==> src/sv/bcdrtc_pkg.sv <==
package bcdrtc_pkg;

    localparam logic [7:0]  HourModeMask = 8'h40;
    localparam logic [7:0]  CenturyMask  = 8'h80;
    localparam logic [11:0] BaseYear     = 12'd2000;
    localparam logic [6:0]  MaxSecond    = 7'd59;
    localparam logic [6:0]  MaxMinute    = 7'd59;
    localparam logic [5:0]  MaxHour      = 6'd23;
    localparam logic [4:0]  MaxMonth     = 5'd12;

    // stage 1 -> stage 2: raw decoded values, format errors folded into fail
    typedef struct packed {
        logic       fail;
        logic [6:0] sec;
        logic [6:0] min;
        logic [5:0] hr;
        logic [5:0] dy;
        logic [4:0] mo;
        logic [6:0] yv;
        logic       lost;
    } t_s1;

    // stage 2 -> stage 3: range-checked values plus month length
    typedef struct packed {
        logic       ok;
        logic [5:0] sec;
        logic [5:0] min;
        logic [4:0] hr;
        logic [4:0] dy;
        logic [3:0] mo;
        logic [6:0] yv;
        logic [4:0] mlen;
        logic       lost;
    } t_s2;

    typedef struct packed {
        logic        time_valid;
        logic [11:0] year;
        logic [3:0]  month;
        logic [4:0]  day;
        logic [4:0]  hour;
        logic [5:0]  minute;
        logic [5:0]  second;
        logic        osc_stopped;
    } t_res;

    function automatic logic bcd_ok(input logic [7:0] v);
        return (v[3:0] <= 4'd9) && (v[7:4] <= 4'd9);
    endfunction

    // tens * 10 + units, tens * 10 built as tens * 8 + tens * 2
    function automatic logic [6:0] bcd_bin(input logic [7:0] v);
        logic [7:0] s;
        s = {1'b0, v[7:4], 3'b000} + {3'b000, v[7:4], 1'b0} + {4'b0000, v[3:0]};
        return s[6:0];
    endfunction

    function automatic logic [4:0] month_len(input logic [3:0] mo, input logic leap);
        logic [4:0] n;
        case (mo)
            4'd1, 4'd3, 4'd5, 4'd7, 4'd8, 4'd10, 4'd12: n = 5'd31;
            4'd4, 4'd6, 4'd9, 4'd11:                   n = 5'd30;
            4'd2:                                      n = leap ? 5'd29 : 5'd28;
            default:                                   n = 5'd0;
        endcase
        return n;
    endfunction

endpackage

==> src/sv/bcdrtc_unpack.sv <==
module bcdrtc_unpack (
    input  logic              i_clk,
    input  logic              i_rst_n,
    input  logic              i_valid,
    output logic              o_ready,
    input  logic [7:0]        i_raw_seconds,
    input  logic [7:0]        i_raw_minutes,
    input  logic [7:0]        i_raw_hours,
    input  logic [7:0]        i_raw_weekday,
    input  logic [7:0]        i_raw_date,
    input  logic [7:0]        i_raw_month,
    input  logic [7:0]        i_raw_year,
    input  logic [7:0]        i_status_byte,
    output logic              o_valid,
    input  logic              i_ready,
    output bcdrtc_pkg::t_s1   o_data
);

    logic            r_valid;
    bcdrtc_pkg::t_s1 r_data;
    bcdrtc_pkg::t_s1 n_data;
    logic [7:0]      s_b, m_b, h_b, d_b, mo_b;
    logic [6:0]      h_bin, d_bin, mo_bin;

    always_comb begin
        s_b  = {1'b0, i_raw_seconds[6:0]};
        m_b  = {1'b0, i_raw_minutes[6:0]};
        h_b  = {2'b00, i_raw_hours[5:0]};
        d_b  = {2'b00, i_raw_date[5:0]};
        mo_b = {3'b000, i_raw_month[4:0]};
        h_bin  = bcdrtc_pkg::bcd_bin(h_b);
        d_bin  = bcdrtc_pkg::bcd_bin(d_b);
        mo_bin = bcdrtc_pkg::bcd_bin(mo_b);
        n_data.fail = ((i_raw_hours & bcdrtc_pkg::HourModeMask) != 8'h00)
                    || ((i_raw_month & bcdrtc_pkg::CenturyMask) != 8'h00)
                    || !bcdrtc_pkg::bcd_ok(s_b) || !bcdrtc_pkg::bcd_ok(m_b)
                    || !bcdrtc_pkg::bcd_ok(h_b) || !bcdrtc_pkg::bcd_ok(d_b)
                    || !bcdrtc_pkg::bcd_ok(mo_b) || !bcdrtc_pkg::bcd_ok(i_raw_year)
                    || (i_raw_weekday[2:0] == 3'd0);
        n_data.sec  = bcdrtc_pkg::bcd_bin(s_b);
        n_data.min  = bcdrtc_pkg::bcd_bin(m_b);
        n_data.hr   = h_bin[5:0];
        n_data.dy   = d_bin[5:0];
        n_data.mo   = mo_bin[4:0];
        n_data.yv   = bcdrtc_pkg::bcd_bin(i_raw_year);
        n_data.lost = i_status_byte[7];
    end

    assign o_ready = !r_valid || i_ready;

    always_ff @(posedge i_clk) begin
        if (!i_rst_n) begin
            r_valid <= 1'b0;
        end else if (o_ready) begin
            r_valid <= i_valid;
        end
    end

    always_ff @(posedge i_clk) begin
        if (o_ready && i_valid) begin
            r_data <= n_data;
        end
    end

    assign o_valid = r_valid;
    assign o_data  = r_data;

endmodule

==> src/sv/bcdrtc_range.sv <==
module bcdrtc_range (
    input  logic              i_clk,
    input  logic              i_rst_n,
    input  logic              i_valid,
    output logic              o_ready,
    input  bcdrtc_pkg::t_s1   i_data,
    output logic              o_valid,
    input  logic              i_ready,
    output bcdrtc_pkg::t_s2   o_data
);

    logic            r_valid;
    bcdrtc_pkg::t_s2 r_data;
    bcdrtc_pkg::t_s2 n_data;
    logic            leap;

    // years 2000..2099: only multiples of four are leap, 2000 included
    assign leap = (i_data.yv[1:0] == 2'b00);

    always_comb begin
        n_data.ok   = !i_data.fail
                    && (i_data.sec <= bcdrtc_pkg::MaxSecond)
                    && (i_data.min <= bcdrtc_pkg::MaxMinute)
                    && (i_data.hr <= bcdrtc_pkg::MaxHour)
                    && (i_data.mo != 5'd0) && (i_data.mo <= bcdrtc_pkg::MaxMonth)
                    && (i_data.dy != 6'd0) && (i_data.dy[5] == 1'b0);
        n_data.sec  = i_data.sec[5:0];
        n_data.min  = i_data.min[5:0];
        n_data.hr   = i_data.hr[4:0];
        n_data.dy   = i_data.dy[4:0];
        n_data.mo   = i_data.mo[3:0];
        n_data.yv   = i_data.yv;
        n_data.mlen = bcdrtc_pkg::month_len(i_data.mo[3:0], leap);
        n_data.lost = i_data.lost;
    end

    assign o_ready = !r_valid || i_ready;

    always_ff @(posedge i_clk) begin
        if (!i_rst_n) begin
            r_valid <= 1'b0;
        end else if (o_ready) begin
            r_valid <= i_valid;
        end
    end

    always_ff @(posedge i_clk) begin
        if (o_ready && i_valid) begin
            r_data <= n_data;
        end
    end

    assign o_valid = r_valid;
    assign o_data  = r_data;

endmodule

==> src/sv/bcdrtc_fit.sv <==
module bcdrtc_fit (
    input  logic              i_clk,
    input  logic              i_rst_n,
    input  logic              i_valid,
    output logic              o_ready,
    input  bcdrtc_pkg::t_s2   i_data,
    output logic              o_valid,
    input  logic              i_ready,
    output bcdrtc_pkg::t_res  o_data
);

    logic             r_valid;
    bcdrtc_pkg::t_res r_data;
    bcdrtc_pkg::t_res n_data;
    logic             ok;

    assign ok = i_data.ok && (i_data.dy <= i_data.mlen);

    always_comb begin
        n_data.time_valid  = ok;
        n_data.year        = ok ? bcdrtc_pkg::BaseYear + {5'b00000, i_data.yv} : 12'd0;
        n_data.month       = ok ? i_data.mo  : 4'd0;
        n_data.day         = ok ? i_data.dy  : 5'd0;
        n_data.hour        = ok ? i_data.hr  : 5'd0;
        n_data.minute      = ok ? i_data.min : 6'd0;
        n_data.second      = ok ? i_data.sec : 6'd0;
        n_data.osc_stopped = i_data.lost;
    end

    assign o_ready = !r_valid || i_ready;

    always_ff @(posedge i_clk) begin
        if (!i_rst_n) begin
            r_valid <= 1'b0;
        end else if (o_ready) begin
            r_valid <= i_valid;
        end
    end

    always_ff @(posedge i_clk) begin
        if (o_ready && i_valid) begin
            r_data <= n_data;
        end
    end

    assign o_valid = r_valid;
    assign o_data  = r_data;

endmodule

==> src/sv/bcd_rtc_time_validate_decode.sv <==
// pipeline: 3 register stages, an item is registered in unpack, then range, then fit
// throughput: one item per cycle while the result side takes items, set by the register pipeline
// each stage holds its item while the downstream stage is full and stalled
// reset (synchronous, active low) clears the stage valid bits; data regs keep contents
module bcd_rtc_time_validate_decode (
    input  logic        i_clk,
    input  logic        i_rst_n,
    // input item channel
    input  logic        i_valid,
    output logic        o_ready,
    input  logic [7:0]  i_raw_seconds,
    input  logic [7:0]  i_raw_minutes,
    input  logic [7:0]  i_raw_hours,
    input  logic [7:0]  i_raw_weekday,
    input  logic [7:0]  i_raw_date,
    input  logic [7:0]  i_raw_month,
    input  logic [7:0]  i_raw_year,
    input  logic [7:0]  i_status_byte,
    // result item channel
    output logic        o_valid,
    input  logic        i_ready,
    output logic        o_time_valid,
    output logic [11:0] o_year,
    output logic [3:0]  o_month,
    output logic [4:0]  o_day,
    output logic [4:0]  o_hour,
    output logic [5:0]  o_minute,
    output logic [5:0]  o_second,
    output logic        o_osc_stopped
);

    // stage handshakes: ready ripples back, a stage takes a new item when
    // it is empty or its item moves on in the same cycle
    logic             s1_valid, s1_ready;
    logic             s2_valid, s2_ready;
    bcdrtc_pkg::t_s1  s1_data;
    bcdrtc_pkg::t_s2  s2_data;
    bcdrtc_pkg::t_res res;

    // stage 1: mode and century bits, bcd digit checks, weekday, digit -> binary
    bcdrtc_unpack u_unpack (
        .i_clk         (i_clk),
        .i_rst_n       (i_rst_n),
        .i_valid       (i_valid),
        .o_ready       (o_ready),
        .i_raw_seconds (i_raw_seconds),
        .i_raw_minutes (i_raw_minutes),
        .i_raw_hours   (i_raw_hours),
        .i_raw_weekday (i_raw_weekday),
        .i_raw_date    (i_raw_date),
        .i_raw_month   (i_raw_month),
        .i_raw_year    (i_raw_year),
        .i_status_byte (i_status_byte),
        .o_valid       (s1_valid),
        .i_ready       (s1_ready),
        .o_data        (s1_data)
    );

    // stage 2: field range checks and month length lookup with leap rule
    bcdrtc_range u_range (
        .i_clk   (i_clk),
        .i_rst_n (i_rst_n),
        .i_valid (s1_valid),
        .o_ready (s1_ready),
        .i_data  (s1_data),
        .o_valid (s2_valid),
        .i_ready (s2_ready),
        .o_data  (s2_data)
    );

    // stage 3: day against month length, full year, zeroing of rejected time
    bcdrtc_fit u_fit (
        .i_clk   (i_clk),
        .i_rst_n (i_rst_n),
        .i_valid (s2_valid),
        .o_ready (s2_ready),
        .i_data  (s2_data),
        .o_valid (o_valid),
        .i_ready (i_ready),
        .o_data  (res)
    );

    assign o_time_valid  = res.time_valid;
    assign o_year        = res.year;
    assign o_month       = res.month;
    assign o_day         = res.day;
    assign o_hour        = res.hour;
    assign o_minute      = res.minute;
    assign o_second      = res.second;
    assign o_osc_stopped = res.osc_stopped;

endmodule

==> config.mk <==
export PLATFORM = sky130hd
export DESIGN_NAME = bcd_rtc_time_validate_decode
export DESIGN_NICKNAME = d
export VERILOG_FILES = /design/src/sv/bcdrtc_pkg.sv /design/src/sv/bcdrtc_unpack.sv /design/src/sv/bcdrtc_range.sv /design/src/sv/bcdrtc_fit.sv /design/src/sv/bcd_rtc_time_validate_decode.sv
export SDC_FILE = /design/constraint.sdc
export NUM_CORES = 1
export LEC_CHECK = 0
export BUFFER_PORTS_ARGS = -buffer_cell sky130_fd_sc_hd__buf_2
export CAP_MARGIN = 5
export CORE_UTILIZATION = 45
export DETAILED_ROUTE_END_ITERATION = 8
export HOLD_SLACK_MARGIN = 0.08
export PLACE_DENSITY = 0.75
export SETUP_SLACK_MARGIN = 0.3
export SLEW_MARGIN = 20
export SYNTH_ARGS = -nofsm -noshare
export SYNTH_HDL_FRONTEND = slang
export SYNTH_SLANG_ARGS = --single-unit
export TNS_END_PERCENT = 100
==> constraint.sdc <==
create_clock -name i_clk -period 4.9 [get_ports i_clk]
set_input_delay 0.98 -clock i_clk [delete_from_list [all_inputs] [get_ports i_clk]]
set_output_delay 0.98 -clock i_clk [all_outputs]
set_load 0.02 [all_outputs]
==> run_results.csv <==
group,metric,value,unit
route,post_drt_wl_per_cell,13.7,um
finish,fin_cells,556,
global_routing,grt_max_degree,41,
global_routing,grt_pass1_vias,2636,
sta,hold_viol,0,
clock_tree,cts_hold_buf,0,
outcome,outcome,"finished clean",
finish,final_cell_mix,"edfxtp_1, buf_2, nor2b_1",
clock_tree,cts_buffer_depth,2,
die,core,10500,um^2
route,first_pass_iters,4,
pwr,power,0.00266,W
place,dpl.hpwl,5.57,mm
clock_tree,clockRootBuffer,"clkbuf_8",
critical_path,critPathMaxStageDelay,0.55,ns
route,ant_nets,0,
pwr,powerDensity,431,nW/um^2
global_routing,grt_overflow,0,
place,io_buffers,90,
route,drt-vias-per-instance,4.76,
clock_tree,path_clk_slew,0.05,ns
worst_hold_path,holdPathEnd,"u_fit.o_data[0]",
clock_tree,clock-sinks,119,
pwr,leakagePower,2.52,nW
sta,skew,0.00618,ns
finish,nNetsFinal,516,
critical_path,critPathMostFrequentCell,"buf_2",
logic_synthesis,netlist_area,4940,um^2
sta,min_period,2.97,ns
die,design.portCount,110,
place,dpl-instance-area,5580,um^2
sta,fmax,0.336,GHz
logic_synthesis,async_reset_ff_frac,0,
sta,rsz0062_at_grt,"false",
finish,n_antenna_cell,0,
sta,finalSetupTns,0,ns
critical_path,cp_cell_sequence,"buf_2, nor2b_1, nand3_1, buf_2",
logic_synthesis,yosysWarningCount,0,
clock_tree,ctsResizeCount,0,
logic_synthesis,synthFlopType,"edfxtp_1",
clock_tree,postCtsSetupBuffers,0,
critical_path,endpoint_kind,"output port",
finish,drive_gt1_frac,0.295,
place,routabilityCongestion,0.754,
logic_synthesis,synth_nets,410,
sta,slew_headroom,0.339,
sta,fin_crit_sh,0.607,
clock_tree,clk_latency,0.50,ns
sta,setup_viol,0,
finish,register_area,3540,um^2
die,die_w,107,um
finish,multiInputGateArea,1330,um^2
worst_hold_path,hold_start,"u_range.o_data[0]",
place,dp.cells,524,
critical_path,arrival,1.99,ns
logic_synthesis,synthDistinctLibCells,29,
logic_synthesis,synth-edff-count,116,
pwr,vdd_drop_max,0.000167,V
worst_hold_path,hold_path_depth,0,
logic_synthesis,synth-seq-cells,119,
route,first_iter_violations,133,
job,maxCapViolCount,0,
critical_path,crit_fanout,6,
critical_path,r2r-end,"u_fit.o_data[10]",
logic_synthesis,syn_avg_cell_area,16.4,um^2
die,rows,37,
sta,drv_slew,0,
route,drcViolationCount,0,
finish,final_common_cell,"edfxtp_1",
global_routing,gr-usage-all-layers,0.145,
finish,area.growth.synth_to_final,24.7,%
clock_tree,cts_buffers,17,
die,start_util,0.471,
die,dieArea,11400,um^2
die,fp.dieH,107,um
sta,tightest_slew,0.989,ns
finish,design_area,6170,um^2
critical_path,reg2reg_depth,5,
logic_synthesis,netlist_instances,301,
finish,n_fill_cell,790,
clock_tree,ctsHtreeMaxLevel,4,
critical_path,startpoint_type,"input port",
critical_path,crit_required,3.92,ns
logic_synthesis,ys_seq_area_frac,0.717,
critical_path,crit_type,"in -> out",
worst_hold_path,hold_path_class,"reg -> reg",
critical_path,slowest_stage,"nor2b_1",
critical_path,rrSetupSlack,2.79,ns
global_routing,antenna_found_initial,0,
clock_tree,cts_tree,"yes",
critical_path,r2r_start,"u_range.o_data[21]",
route,num_vias,2647,
route,drt-total-wl,7.59,mm
global_routing,grt_pass1_wl,12.2,mm
-- how the worst max path moves through the flow --
stage             from                 to  slack [ns]  cells past startpoint
5_1_grt        i_ready            o_ready        1.85                      4
3_5_place_dp   i_ready            o_ready        1.91                      4
2_1_floorplan  i_ready  u_range.o_data[0]        0.53                      2
3_3_place_gp   i_ready            o_ready        1.95                      4
6_report       i_ready            o_ready        1.93                      4
4_1_cts        i_ready            o_ready        1.91                      4
-- layout make-up --
| cell class | instances | share of cell area |
|---|---|---|
| flip-flops and latches | 119 | 0.575 |
| multi-input cells | 159 | 0.216 |
| repair buffers | 92 | 0.0767 |
| clock buffers | 20 | 0.0690 |
| well taps | 136 | 0.0276 |
| clock inverters | 12 | 0.0256 |
| inverters | 18 | 0.0110 |
-- cell families after synthesis --
group / synth area share
buf+inv: 0.0213
compound gates: 0.0478
fa+ha+maj: 0.116
simple gates: 0.0772
flops: 0.717
xor+xnor: 0.0213
-- power by group --
part	switching, W	total (W)	internal (W)	leakage (nW)
registers	0.0000288	0.00125	0.00122	1.15
clock network	0.000391	0.00121	0.000814	0.291
logic	0.000119	0.000207	0.0000887	1.08
total	0.000538	0.00266	0.00212	2.52
-- registers in the layout, indices dropped and copies added, names as in the netlist --
signal,flops
u_fit.o_data,38
u_fit.o_valid,1
u_range.o_data,38
u_range.o_valid,1
u_unpack.o_data,40
u_unpack.o_valid,1
-- per-layer routing --
| metal | share of wire | routed length [um] | track usage |
|---|---|---|---|
| met5 | 0 | 0 | 0 |
| met3 | 0.043 | 326 | 0.0401 |
| met4 | 0.018 | 140 | 0.0802 |
| met2 | 0.49 | 3720 | 0.233 |
| met1 | 0.45 | 3400 | 0.176 |
-- through the flow --
step / setup WS (ns) / hold WS (ns) / utilization
detailed placement: 1.91 / 0.408 / 0.531
floorplan: 0.534 / 0.400 / -
finish: 1.93 / 0.416 / 0.587
CTS: 1.91 / 0.418 / 0.587
global route: 1.85 / 0.419 / 0.587
global placement: 1.95 / 0.402 / 0.530
-- synth_stat cells (4+ instances only) --
cell / number / area (um^2)
a21o_1: 6 / 45.0
fa_1: 8 / 160
ha_1: 33 / 413
buf_4: 5 / 37.5
nand4_1: 5 / 31.3
o21ai_0: 7 / 35.0
xnor2_1: 8 / 70.1
inv_1: 18 / 67.6
nor2b_1: 37 / 231
xor2_1: 4 / 35.0
nor2_1: 14 / 52.6
a21oi_1: 14 / 70.1
edfxtp_1: 116 / 3480
-- critical path: cells and delay by family --
family        cells  cell delay, ns
buf+inv           2            0.28
simple gates      2            0.72
(Power assumes the default switching activity.)
